`src/rtl/core/bmm_pkg.sv`:
```
package bmm_pkg;

	// Field widths
	localparam int OP_W    = 3;
	localparam int ADDR_W  = 16;
	localparam int DATA_W  = 8;
	localparam int KIND_W  = 3;
	localparam int MODE_W  = 4;
	localparam int BEAT_W  = 2;

	// Window geometry: sixteen 4 KB windows
	localparam int NUM_WINDOWS = 16;
	localparam int WIN_W       = $clog2(NUM_WINDOWS);
	localparam int OFF_W       = ADDR_W - WIN_W;

	// Operation codes
	localparam logic [OP_W-1:0] OP_MEM_RD  = 3'd0;
	localparam logic [OP_W-1:0] OP_MEM_WR  = 3'd1;
	localparam logic [OP_W-1:0] OP_REG_WR  = 3'd2;
	localparam logic [OP_W-1:0] OP_REG_RD  = 3'd3;
	localparam logic [OP_W-1:0] OP_SET_MODE = 3'd4;

	// Access kinds reported per result
	localparam logic [KIND_W-1:0] K_RAM_RD = 3'd0;
	localparam logic [KIND_W-1:0] K_RAM_WR = 3'd1;
	localparam logic [KIND_W-1:0] K_ROM_RD = 3'd2;
	localparam logic [KIND_W-1:0] K_UNMAP  = 3'd3;
	localparam logic [KIND_W-1:0] K_REG_RD = 3'd4;
	localparam logic [KIND_W-1:0] K_NONE   = 3'd5;

	// Block register values
	localparam logic [DATA_W-1:0] BLK_RESET  = 8'hFF;
	localparam logic [DATA_W-1:0] RAM_LO     = 8'hE0;
	localparam logic [DATA_W-1:0] RAM_HI     = 8'hEF;
	localparam logic [DATA_W-1:0] ROM_LO     = 8'hF8;
	localparam logic [DATA_W-1:0] VID_RED_A  = 8'hE6;
	localparam logic [DATA_W-1:0] VID_RED_B  = 8'hE7;
	localparam logic [DATA_W-1:0] VID_GRN_A  = 8'hEA;
	localparam logic [DATA_W-1:0] VID_GRN_B  = 8'hEB;
	localparam logic [DATA_W-1:0] VID_BLU_A  = 8'hEE;
	localparam logic [DATA_W-1:0] VID_BLU_B  = 8'hEF;

	// Video plane bases
	localparam logic [ADDR_W-1:0] RED_BASE  = 16'h6000;
	localparam logic [ADDR_W-1:0] GRN_BASE  = 16'hA000;
	localparam logic [ADDR_W-1:0] BLU_BASE  = 16'hE000;

	// Write mode bits: bits 0 to 2 enable the planes, MODE_COPY selects copy mode
	localparam int MODE_COPY = 3;

	// Beat index of the final copy-mode write
	localparam logic [BEAT_W-1:0] BEAT_LAST = 2'd2;

	typedef struct packed {
		logic                tbl_we;
		logic                mode_we;
		logic [WIN_W-1:0]    index;
		logic [DATA_W-1:0]   value;
	} regs_wr_t;

	typedef struct packed {
		logic [KIND_W-1:0]   kind;
		logic [ADDR_W-1:0]   phys;
		logic [DATA_W-1:0]   wdata;
		logic [DATA_W-1:0]   rdata;
		logic                last;
	} map_res_t;

	// Plane base for copy-mode beat: red, green, blue
	function automatic logic [ADDR_W-1:0] plane_base(input logic [BEAT_W-1:0] beat);
		logic [ADDR_W-1:0] base;
		case (beat)
			2'd0:    base = RED_BASE;
			2'd1:    base = GRN_BASE;
			default: base = BLU_BASE;
		endcase
		return base;
	endfunction

endpackage

```
`src/rtl/core/bmm_req_if.sv`:
```
interface bmm_req_if import bmm_pkg::*; ();
	logic              valid;
	logic              ready;
	logic [OP_W-1:0]   operation;
	logic [ADDR_W-1:0] address;
	logic [WIN_W-1:0]  block_index;
	logic [DATA_W-1:0] data_in;

	modport source (output valid, operation, address, block_index, data_in, input ready);
	modport sink   (input valid, operation, address, block_index, data_in, output ready);
endinterface

```
`src/rtl/core/bmm_rsp_if.sv`:
```
interface bmm_rsp_if import bmm_pkg::*; ();
	logic              valid;
	logic              ready;
	logic [KIND_W-1:0] access_kind;
	logic [ADDR_W-1:0] phys_address;
	logic [DATA_W-1:0] write_data;
	logic [DATA_W-1:0] read_data;
	logic              last;

	modport source (output valid, access_kind, phys_address, write_data, read_data, last,
		input ready);
	modport sink   (input valid, access_kind, phys_address, write_data, read_data, last,
		output ready);
endinterface

```
`src/rtl/core/banked_memory_mapper_with_video_planes.sv`:
```
// Banked memory mapper with video planes. Maps a 16-bit CPU address through sixteen 4 KB
// windows, each steered by an 8-bit block register (reset 0xFF), and reports the physical
// access on the result channel; it stores no memory itself. An accepted request is held in
// one input stage, mapped by combinational logic against the block registers and write mode,
// and placed in an output register. Most requests give one result and the block accepts a
// new request every cycle while results are taken; a video write in copy mode gives three
// RAM writes (red, green, blue), during which the input stage holds the request. Block
// register and write mode updates take effect for every later request.
module banked_memory_mapper_with_video_planes import bmm_pkg::*; (
	input  logic         clk,
	input  logic         arst_n,
	bmm_req_if.sink      req,
	bmm_rsp_if.source    rsp
);

	logic              valid_s1;
	logic [OP_W-1:0]   op_s1;
	logic [ADDR_W-1:0] addr_s1;
	logic [WIN_W-1:0]  bidx_s1;
	logic [DATA_W-1:0] data_s1;
	logic [BEAT_W-1:0] beat_q;

	logic              rsp_valid_q;
	map_res_t          rsp_q;

	logic [WIN_W-1:0]  rd_index;
	logic [DATA_W-1:0] blk_value;
	logic [MODE_W-1:0] mode;
	map_res_t          res;
	regs_wr_t          cmd;
	regs_wr_t          wr;
	logic              load;
	logic              emit;
	logic              done;

	// Select the block register: window for memory ops, index for register ops
	assign rd_index = (op_s1 == OP_REG_RD || op_s1 == OP_REG_WR) ? bidx_s1
		: addr_s1[ADDR_W-1:OFF_W];

	bmm_regs u_regs (
		.clk      (clk),
		.arst_n   (arst_n),
		.wr       (wr),
		.rd_index (rd_index),
		.rd_value (blk_value),
		.mode     (mode)
	);

	bmm_map u_map (
		.op        (op_s1),
		.addr      (addr_s1),
		.bidx      (bidx_s1),
		.data      (data_s1),
		.blk_value (blk_value),
		.mode      (mode),
		.beat      (beat_q),
		.res       (res),
		.cmd       (cmd)
	);

	// Handshake: emit a beat when the output register is free or being drained
	assign load      = !rsp_valid_q || rsp.ready;
	assign emit      = valid_s1 && load;
	assign done      = emit && res.last;
	assign req.ready = !valid_s1 || done;

	// Commit register updates as the transaction retires
	always_comb begin
		wr         = cmd;
		wr.tbl_we  = cmd.tbl_we && done;
		wr.mode_we = cmd.mode_we && done;
	end

	// Input stage control
	always_ff @(posedge clk or negedge arst_n) begin
		if (!arst_n) begin
			valid_s1 <= 1'b0;
			beat_q   <= '0;
		end else begin
			if (req.valid && req.ready) begin
				valid_s1 <= 1'b1;
			end else if (done) begin
				valid_s1 <= 1'b0;
			end
			if (done) begin
				beat_q <= '0;
			end else if (emit) begin
				beat_q <= beat_q + 2'd1;
			end
		end
	end

	// Input stage payload
	always_ff @(posedge clk) begin
		if (req.valid && req.ready) begin
			op_s1   <= req.operation;
			addr_s1 <= req.address;
			bidx_s1 <= req.block_index;
			data_s1 <= req.data_in;
		end
	end

	// Output register control
	always_ff @(posedge clk or negedge arst_n) begin
		if (!arst_n) begin
			rsp_valid_q <= 1'b0;
		end else if (emit) begin
			rsp_valid_q <= 1'b1;
		end else if (rsp.ready) begin
			rsp_valid_q <= 1'b0;
		end
	end

	// Output register payload
	always_ff @(posedge clk) begin
		if (emit) begin
			rsp_q <= res;
		end
	end

	assign rsp.valid        = rsp_valid_q;
	assign rsp.access_kind  = rsp_q.kind;
	assign rsp.phys_address = rsp_q.phys;
	assign rsp.write_data   = rsp_q.wdata;
	assign rsp.read_data    = rsp_q.rdata;
	assign rsp.last         = rsp_q.last;

endmodule

```
`src/rtl/core/bmm_regs.sv`:
```
module bmm_regs import bmm_pkg::*; (
	input  logic              clk,
	input  logic              arst_n,
	input  regs_wr_t          wr,
	input  logic [WIN_W-1:0]  rd_index,
	output logic [DATA_W-1:0] rd_value,
	output logic [MODE_W-1:0] mode
);

	logic [DATA_W-1:0] blk_q [NUM_WINDOWS];
	logic [MODE_W-1:0] mode_q;

	// Update block registers and write mode
	always_ff @(posedge clk or negedge arst_n) begin
		if (!arst_n) begin
			for (int i = 0; i < NUM_WINDOWS; i++) begin
				blk_q[i] <= BLK_RESET;
			end
			mode_q <= '0;
		end else begin
			if (wr.tbl_we) begin
				blk_q[wr.index] <= wr.value;
			end
			if (wr.mode_we) begin
				mode_q <= wr.value[MODE_W-1:0];
			end
		end
	end

	assign rd_value = blk_q[rd_index];
	assign mode     = mode_q;

endmodule

```
`src/rtl/core/bmm_map.sv`:
```
module bmm_map import bmm_pkg::*; (
	input  logic [OP_W-1:0]   op,
	input  logic [ADDR_W-1:0] addr,
	input  logic [WIN_W-1:0]  bidx,
	input  logic [DATA_W-1:0] data,
	input  logic [DATA_W-1:0] blk_value,
	input  logic [MODE_W-1:0] mode,
	input  logic [BEAT_W-1:0] beat,
	output map_res_t          res,
	output regs_wr_t          cmd
);

	logic              is_ram;
	logic              is_rom;
	logic              is_video;
	logic [OFF_W-1:0]  off;
	logic [ADDR_W-1:0] page_addr;
	logic [ADDR_W-1:0] half_off;

	// Classify the selected block register
	always_comb begin
		is_ram   = blk_value inside {[RAM_LO:RAM_HI]};
		is_rom   = blk_value >= ROM_LO;
		is_video = blk_value inside {VID_RED_A, VID_RED_B, VID_GRN_A, VID_GRN_B,
			VID_BLU_A, VID_BLU_B};
		off       = addr[OFF_W-1:0];
		page_addr = {blk_value[WIN_W-1:0], off};
		half_off  = {{(WIN_W-1){1'b0}}, blk_value[0], off};
	end

	// Build the result for the current beat and the register update
	always_comb begin
		res        = '0;
		res.kind   = K_NONE;
		res.last   = 1'b1;
		cmd        = '0;
		cmd.index  = bidx;
		cmd.value  = data;
		case (op)
			OP_MEM_RD: begin
				if (is_ram) begin
					res.kind = K_RAM_RD;
					res.phys = page_addr;
				end else if (is_rom) begin
					// ROM pages start at block value low nibble 8
					res.kind = K_ROM_RD;
					res.phys = {1'b0, blk_value[WIN_W-2:0], off};
				end else begin
					res.kind = K_UNMAP;
				end
			end
			OP_MEM_WR: begin
				if (!is_ram) begin
					res.kind = K_UNMAP;
				end else if (is_video && mode[MODE_COPY]) begin
					// Copy mode: one write per plane, red then green then blue
					res.kind  = K_RAM_WR;
					res.phys  = plane_base(beat) + half_off;
					res.wdata = mode[beat] ? data : '0;
					res.last  = (beat == BEAT_LAST);
				end else begin
					res.kind  = K_RAM_WR;
					res.phys  = page_addr;
					res.wdata = data;
				end
			end
			OP_REG_WR: begin
				cmd.tbl_we = 1'b1;
			end
			OP_REG_RD: begin
				res.kind  = K_REG_RD;
				res.rdata = blk_value;
			end
			OP_SET_MODE: begin
				cmd.mode_we = 1'b1;
			end
			default: begin
				res.kind = K_NONE;
			end
		endcase
	end

endmodule

```
`src/flat_wrapper.sv`:
```
// flat-port wrapper written by rule: the top's interface ports become plain ports
module banked_memory_mapper_with_video_planes_flat import bmm_pkg::*;
  (clk, arst_n, req_valid, req_operation, req_address, req_block_index, req_data_in, req_ready, rsp_valid, rsp_access_kind, rsp_phys_address, rsp_write_data, rsp_read_data, rsp_last, rsp_ready);
  bmm_req_if req_i ();
  bmm_rsp_if rsp_i ();
  input  logic clk;
  input  logic arst_n;
  input wire logic [$bits(req_i.valid)-1:0] req_valid;
  input wire logic [$bits(req_i.operation)-1:0] req_operation;
  input wire logic [$bits(req_i.address)-1:0] req_address;
  input wire logic [$bits(req_i.block_index)-1:0] req_block_index;
  input wire logic [$bits(req_i.data_in)-1:0] req_data_in;
  output wire logic [$bits(req_i.ready)-1:0] req_ready;
  output wire logic [$bits(rsp_i.valid)-1:0] rsp_valid;
  output wire logic [$bits(rsp_i.access_kind)-1:0] rsp_access_kind;
  output wire logic [$bits(rsp_i.phys_address)-1:0] rsp_phys_address;
  output wire logic [$bits(rsp_i.write_data)-1:0] rsp_write_data;
  output wire logic [$bits(rsp_i.read_data)-1:0] rsp_read_data;
  output wire logic [$bits(rsp_i.last)-1:0] rsp_last;
  input wire logic [$bits(rsp_i.ready)-1:0] rsp_ready;
  assign req_i.valid = req_valid;
  assign req_i.operation = req_operation;
  assign req_i.address = req_address;
  assign req_i.block_index = req_block_index;
  assign req_i.data_in = req_data_in;
  assign req_ready = req_i.ready;
  assign rsp_valid = rsp_i.valid;
  assign rsp_access_kind = rsp_i.access_kind;
  assign rsp_phys_address = rsp_i.phys_address;
  assign rsp_write_data = rsp_i.write_data;
  assign rsp_read_data = rsp_i.read_data;
  assign rsp_last = rsp_i.last;
  assign rsp_i.ready = rsp_ready;
  banked_memory_mapper_with_video_planes u_core (.clk(clk), .arst_n(arst_n), .req(req_i), .rsp(rsp_i));
endmodule
```
`config.mk`:
```
export PLATFORM = sky130hd
export DESIGN_NAME = banked_memory_mapper_with_video_planes_flat
export DESIGN_NICKNAME = d
export VERILOG_FILES = /design/src/rtl/core/bmm_pkg.sv /design/src/rtl/core/bmm_req_if.sv /design/src/rtl/core/bmm_rsp_if.sv /design/src/rtl/core/banked_memory_mapper_with_video_planes.sv /design/src/rtl/core/bmm_regs.sv /design/src/rtl/core/bmm_map.sv /design/src/flat_wrapper.sv
export SDC_FILE = /design/constraint.sdc
export NUM_CORES = 1
export LEC_CHECK = 0
export BUFFER_PORTS_ARGS = -buffer_cell sky130_fd_sc_hd__clkbuf_2
export CAP_MARGIN = 10
export CORE_MARGIN = 5
export CORE_UTILIZATION = 60
export CTS_CLUSTER_DIAMETER = 80
export DETAILED_ROUTE_END_ITERATION = 8
export PLACE_DENSITY = 0.9
export SLEW_MARGIN = 20
export SYNTH_ARGS = -nofsm -noshare
export SYNTH_HDL_FRONTEND = slang
export SYNTH_HIERARCHICAL = 1
export SYNTH_SLANG_ARGS = --single-unit
```
`constraint.sdc`:
```
create_clock -name clk -period 5.6 [get_ports clk]
set_input_delay 0.56 -clock clk [delete_from_list [all_inputs] [get_ports clk]]
set_output_delay 0.56 -clock clk [all_outputs]
set_load 0.05 [all_outputs]
```
==> results by group <==
Run status
  – Outcome: complete, no violations

Logic synthesis
  – Sequential cell area fraction in the yosys report: 61.9%
  – Multiplexer share of the synthesized area: 25.8%
  – Post-synthesis xor/xnor area fraction: 0%
  – Post-synth top flop: dfstp_2
  – Async SR Flop Fraction: 67.0%
  – Post-Syn Instances: 538
  – Synth Area in Simple Gates: 7.38%
  – Largest family of logic cells by synthesized area: multiplexers
  – Yosys cell types: 47
  – Mapped Nets: 573
  – Yosys reg bits: 203
  – Cell area after synthesis: 9000 um2
  – Synth warn: 6
  – Post-Synth Adder-Cell Area: 0%
  – EDFF count, synth: 67
  – Post-synthesis compound-gate area fraction: 2.43%
  – Synth Area per Inst: 16.7 um2

Clock tree
  – Clock buffer depth: 3
  – PostCTS Resize Cnt: 0
  – Hold buffers post-CTS: 0
  – Clock sinks: 203
  – Clock Latency Late Sink: 0.49 ns
  – H-tree levels: 1
  – CTS buffer count: 20
  – Setup bufs post-CTS: 0
  – Clock-pin slew on the worst setup and hold paths: 0.07 ns
  – Root Driver: clkbuf_16
  – CTS tree: done

Layout
  – Finished Cell Area: 10100 um2
  – Fin nets: 634
  – Seq. cell area: 5580 um2
  – Share of post-route cells with drive strength above 1: 69.5%
  – Most frequent cells in the layout: mux2_2, dfstp_2, clkbuf_2
  – Multi-input gate area: 3200 um2
  – Area growth syn-to-layout: 11.8%
  – Ant diodes: 0
  – Fill cells: 874
  – Cell Count, Final, Fillers Out: 797

Pwr
  – Peak VDD IR: 0.171 mV
  – Leakage: 4.01 nW
  – P per Cell Area: 343 nW/um2

Timing
  – Slew Limit Fails: 0
  – Fin. Hold Viols: 0
  – Final Cycle Share: 87.7%
  – Setup violations, final: 0
  – Final clock skew: 0.0160 ns
  – TNS Setup: 0 ns
  – Fmax: 204 MHz
  – Minimum clock period: 4.91 ns
  – RSZ-0062 raised after global routing: no
  – Max-slew headroom: 32.0%
  – Worst slew pin tran: 1.02 ns

Place
  – DPL Wire Length: 12400 um
  – Placed Instance Area: 9430 um2
  – Routability cong.: 0.965
  – Port buffer count: 72
  – Post-Place Cells: 761

Worst setup path
  – Worst path arrival time: 5.33 ns
  – Crit path capture type: flop
  – Critical Path Fanout Max: 32
  – Startpoint types: flop
  – CP Data Required Time: 6.01 ns
  – CP Class: reg2reg

GRT
  – GRT Overall Usage: 22.7%
  – Total gr overflow: 0
  – Vias in the first global route: 5455
  – Initial antenna violation count: 0
  – Largest net degree at the start of global routing: 98
  – First-pass GRT wire length: 31500 um

Detailed routing
  – Drt first pass iters: 5
  – Antenna-violating nets left: 0
  – Final WL: 19500 um
  – Initial drt markers: 544
  – Via count: 5096
  – Via/cell ratio: 6.39
  – Routed wire length per instance: 24.5 um
  – Drt drc: 0

Floorplanning
  – FP Rows: 44
  – Starting density of the core: 61.5%
  – Core ar.: 14600 um2
  – Die ar.: 17600 um2
  – Ports: 73
  – DIE WIDTH: 133 um
  – Die Y: 133 um

Job
  – Maxcap violations: 0

Min path
  – Worst Hold Class: in2reg
## registers in the layout (all words and copies together), names as in the netlist
register                 flops
u_core/u_regs/blk_q        128
u_core/addr_s1              16
u_core/rsp.phys_address     16
u_core/data_s1               8
u_core/rsp.read_data         8
u_core/rsp.write_data        8
u_core/bidx_s1               4
u_core/u_regs/mode           4
u_core/op_s1                 3
u_core/rsp.access_kind       3
u_core/beat_q                2
u_core/rsp.last              1
u_core/rsp.valid             1
u_core/valid_s1              1
## cell type report
cell class              instances  share of cell area (%)
flip-flops and latches        203                    55.4
clock buffers                  31                    6.14
clock inverters                 5                   0.211
multi-input cells             295                    31.8
repair buffers                 76                    4.06
well taps                     184                    2.29
inverters                       3                   0.112
## report_power, final
part	leakage (nW)	total (mW)	internal, mW	switching, mW
Clock	0.316	1.29	0.759	0.531
Sequential	2.07	1.80	1.71	0.0885
Combinational	1.62	0.360	0.156	0.204
## synthesized netlist by cell type, types with 2 or more instances
master,number,area [um2]
a31oi_1,2,12.5
nor4_1,2,12.5
clkbuf_1,13,48.8
mux2_4,9,135
nor3_4,3,48.8
nor3_2,3,30.0
o211ai_1,2,15.0
nand2b_4,3,41.3
buf_4,14,105
nor2b_1,5,31.3
mux2_2,128,1440
nand3b_1,3,22.5
nor2_2,6,37.5
buf_2,6,30.0
inv_1,3,11.3
buf_1,2,7.51
buf_6,2,22.5
and2_1,32,200
or3_1,2,12.5
nand3_1,2,10.0
dfstp_2,128,3360
and4_2,2,20.0
nand2_1,14,52.6
nand2b_1,3,18.8
nor3b_1,3,22.5
a22oi_1,16,120
mux4_2,33,743
edfxtp_1,67,2010
nor2_1,5,18.8
dfrtp_1,8,200
## final timing paths
| kind | slack (ns) | endpoint | startpoint | cells past startpoint |
|---|---|---|---|---|
| min reg2reg | 0.52 | u_core/rsp.phys_address[11] | u_core/addr_s1[11] | 1 |
| min in group asynchronous | 0.55 | u_core/u_regs/blk_q[9] | arst_n | 1 |
| max reg2reg | 0.69 | u_core/u_regs/blk_q[113] | u_core/op_s1[2] | 11 |
| max | 0.69 | u_core/u_regs/blk_q[113] | u_core/op_s1[2] | 11 |
| min | 0.24 | u_core/addr_s1[15] | req_address[15] | 1 |
| max in group asynchronous | 4.36 | u_core/u_regs/blk_q[123] | arst_n | 2 |
## critical path, cell delays in order, from the launching register on
cell and delay (ns):
edfxtp_1 0.44, nand2b_1 0.26, mux2_2 0.86, mux4_2 0.44
a22oi_1 0.26, nand2_1 0.22, o211ai_1 0.41, or4_1 0.29
and4_2 0.35, nand2_1 0.28, nor4_4 0.61, mux2_2 0.42
## kinds of logic after synthesis
family	Yosys count
flip-flops	203
AO/OA/AOI/OAI	28
multiplexers	170
buffers and inverters	40
AND/OR/NAND/NOR	97
## routing by layer
metal | global-route usage [%] | up-vias | part of all wire [%]
met5 | 0 | - | 0
met4 | 6.64 | 0 | 2.9
met3 | 4.37 | 49 | 7.0
met2 | 38.9 | 257 | 51
met1 | 29.9 | 2656 | 39
li1 | - | 2134 | -
## per-stage QoR
stage               worst slack (ns)  power, mW  utilization [%]  hold WS [ns]
global placement                1.12       2.15             64.4         0.487
CTS                            0.779       3.47             68.7         0.234
detailed placement             0.928       2.17             64.4         0.502
global route                   0.528       3.58             68.8         0.230
finish                         0.689       3.45             68.8         0.245
floorplan                       1.44       2.06                -         0.264
No activity file was read; power rests on OpenSTA's default activity.
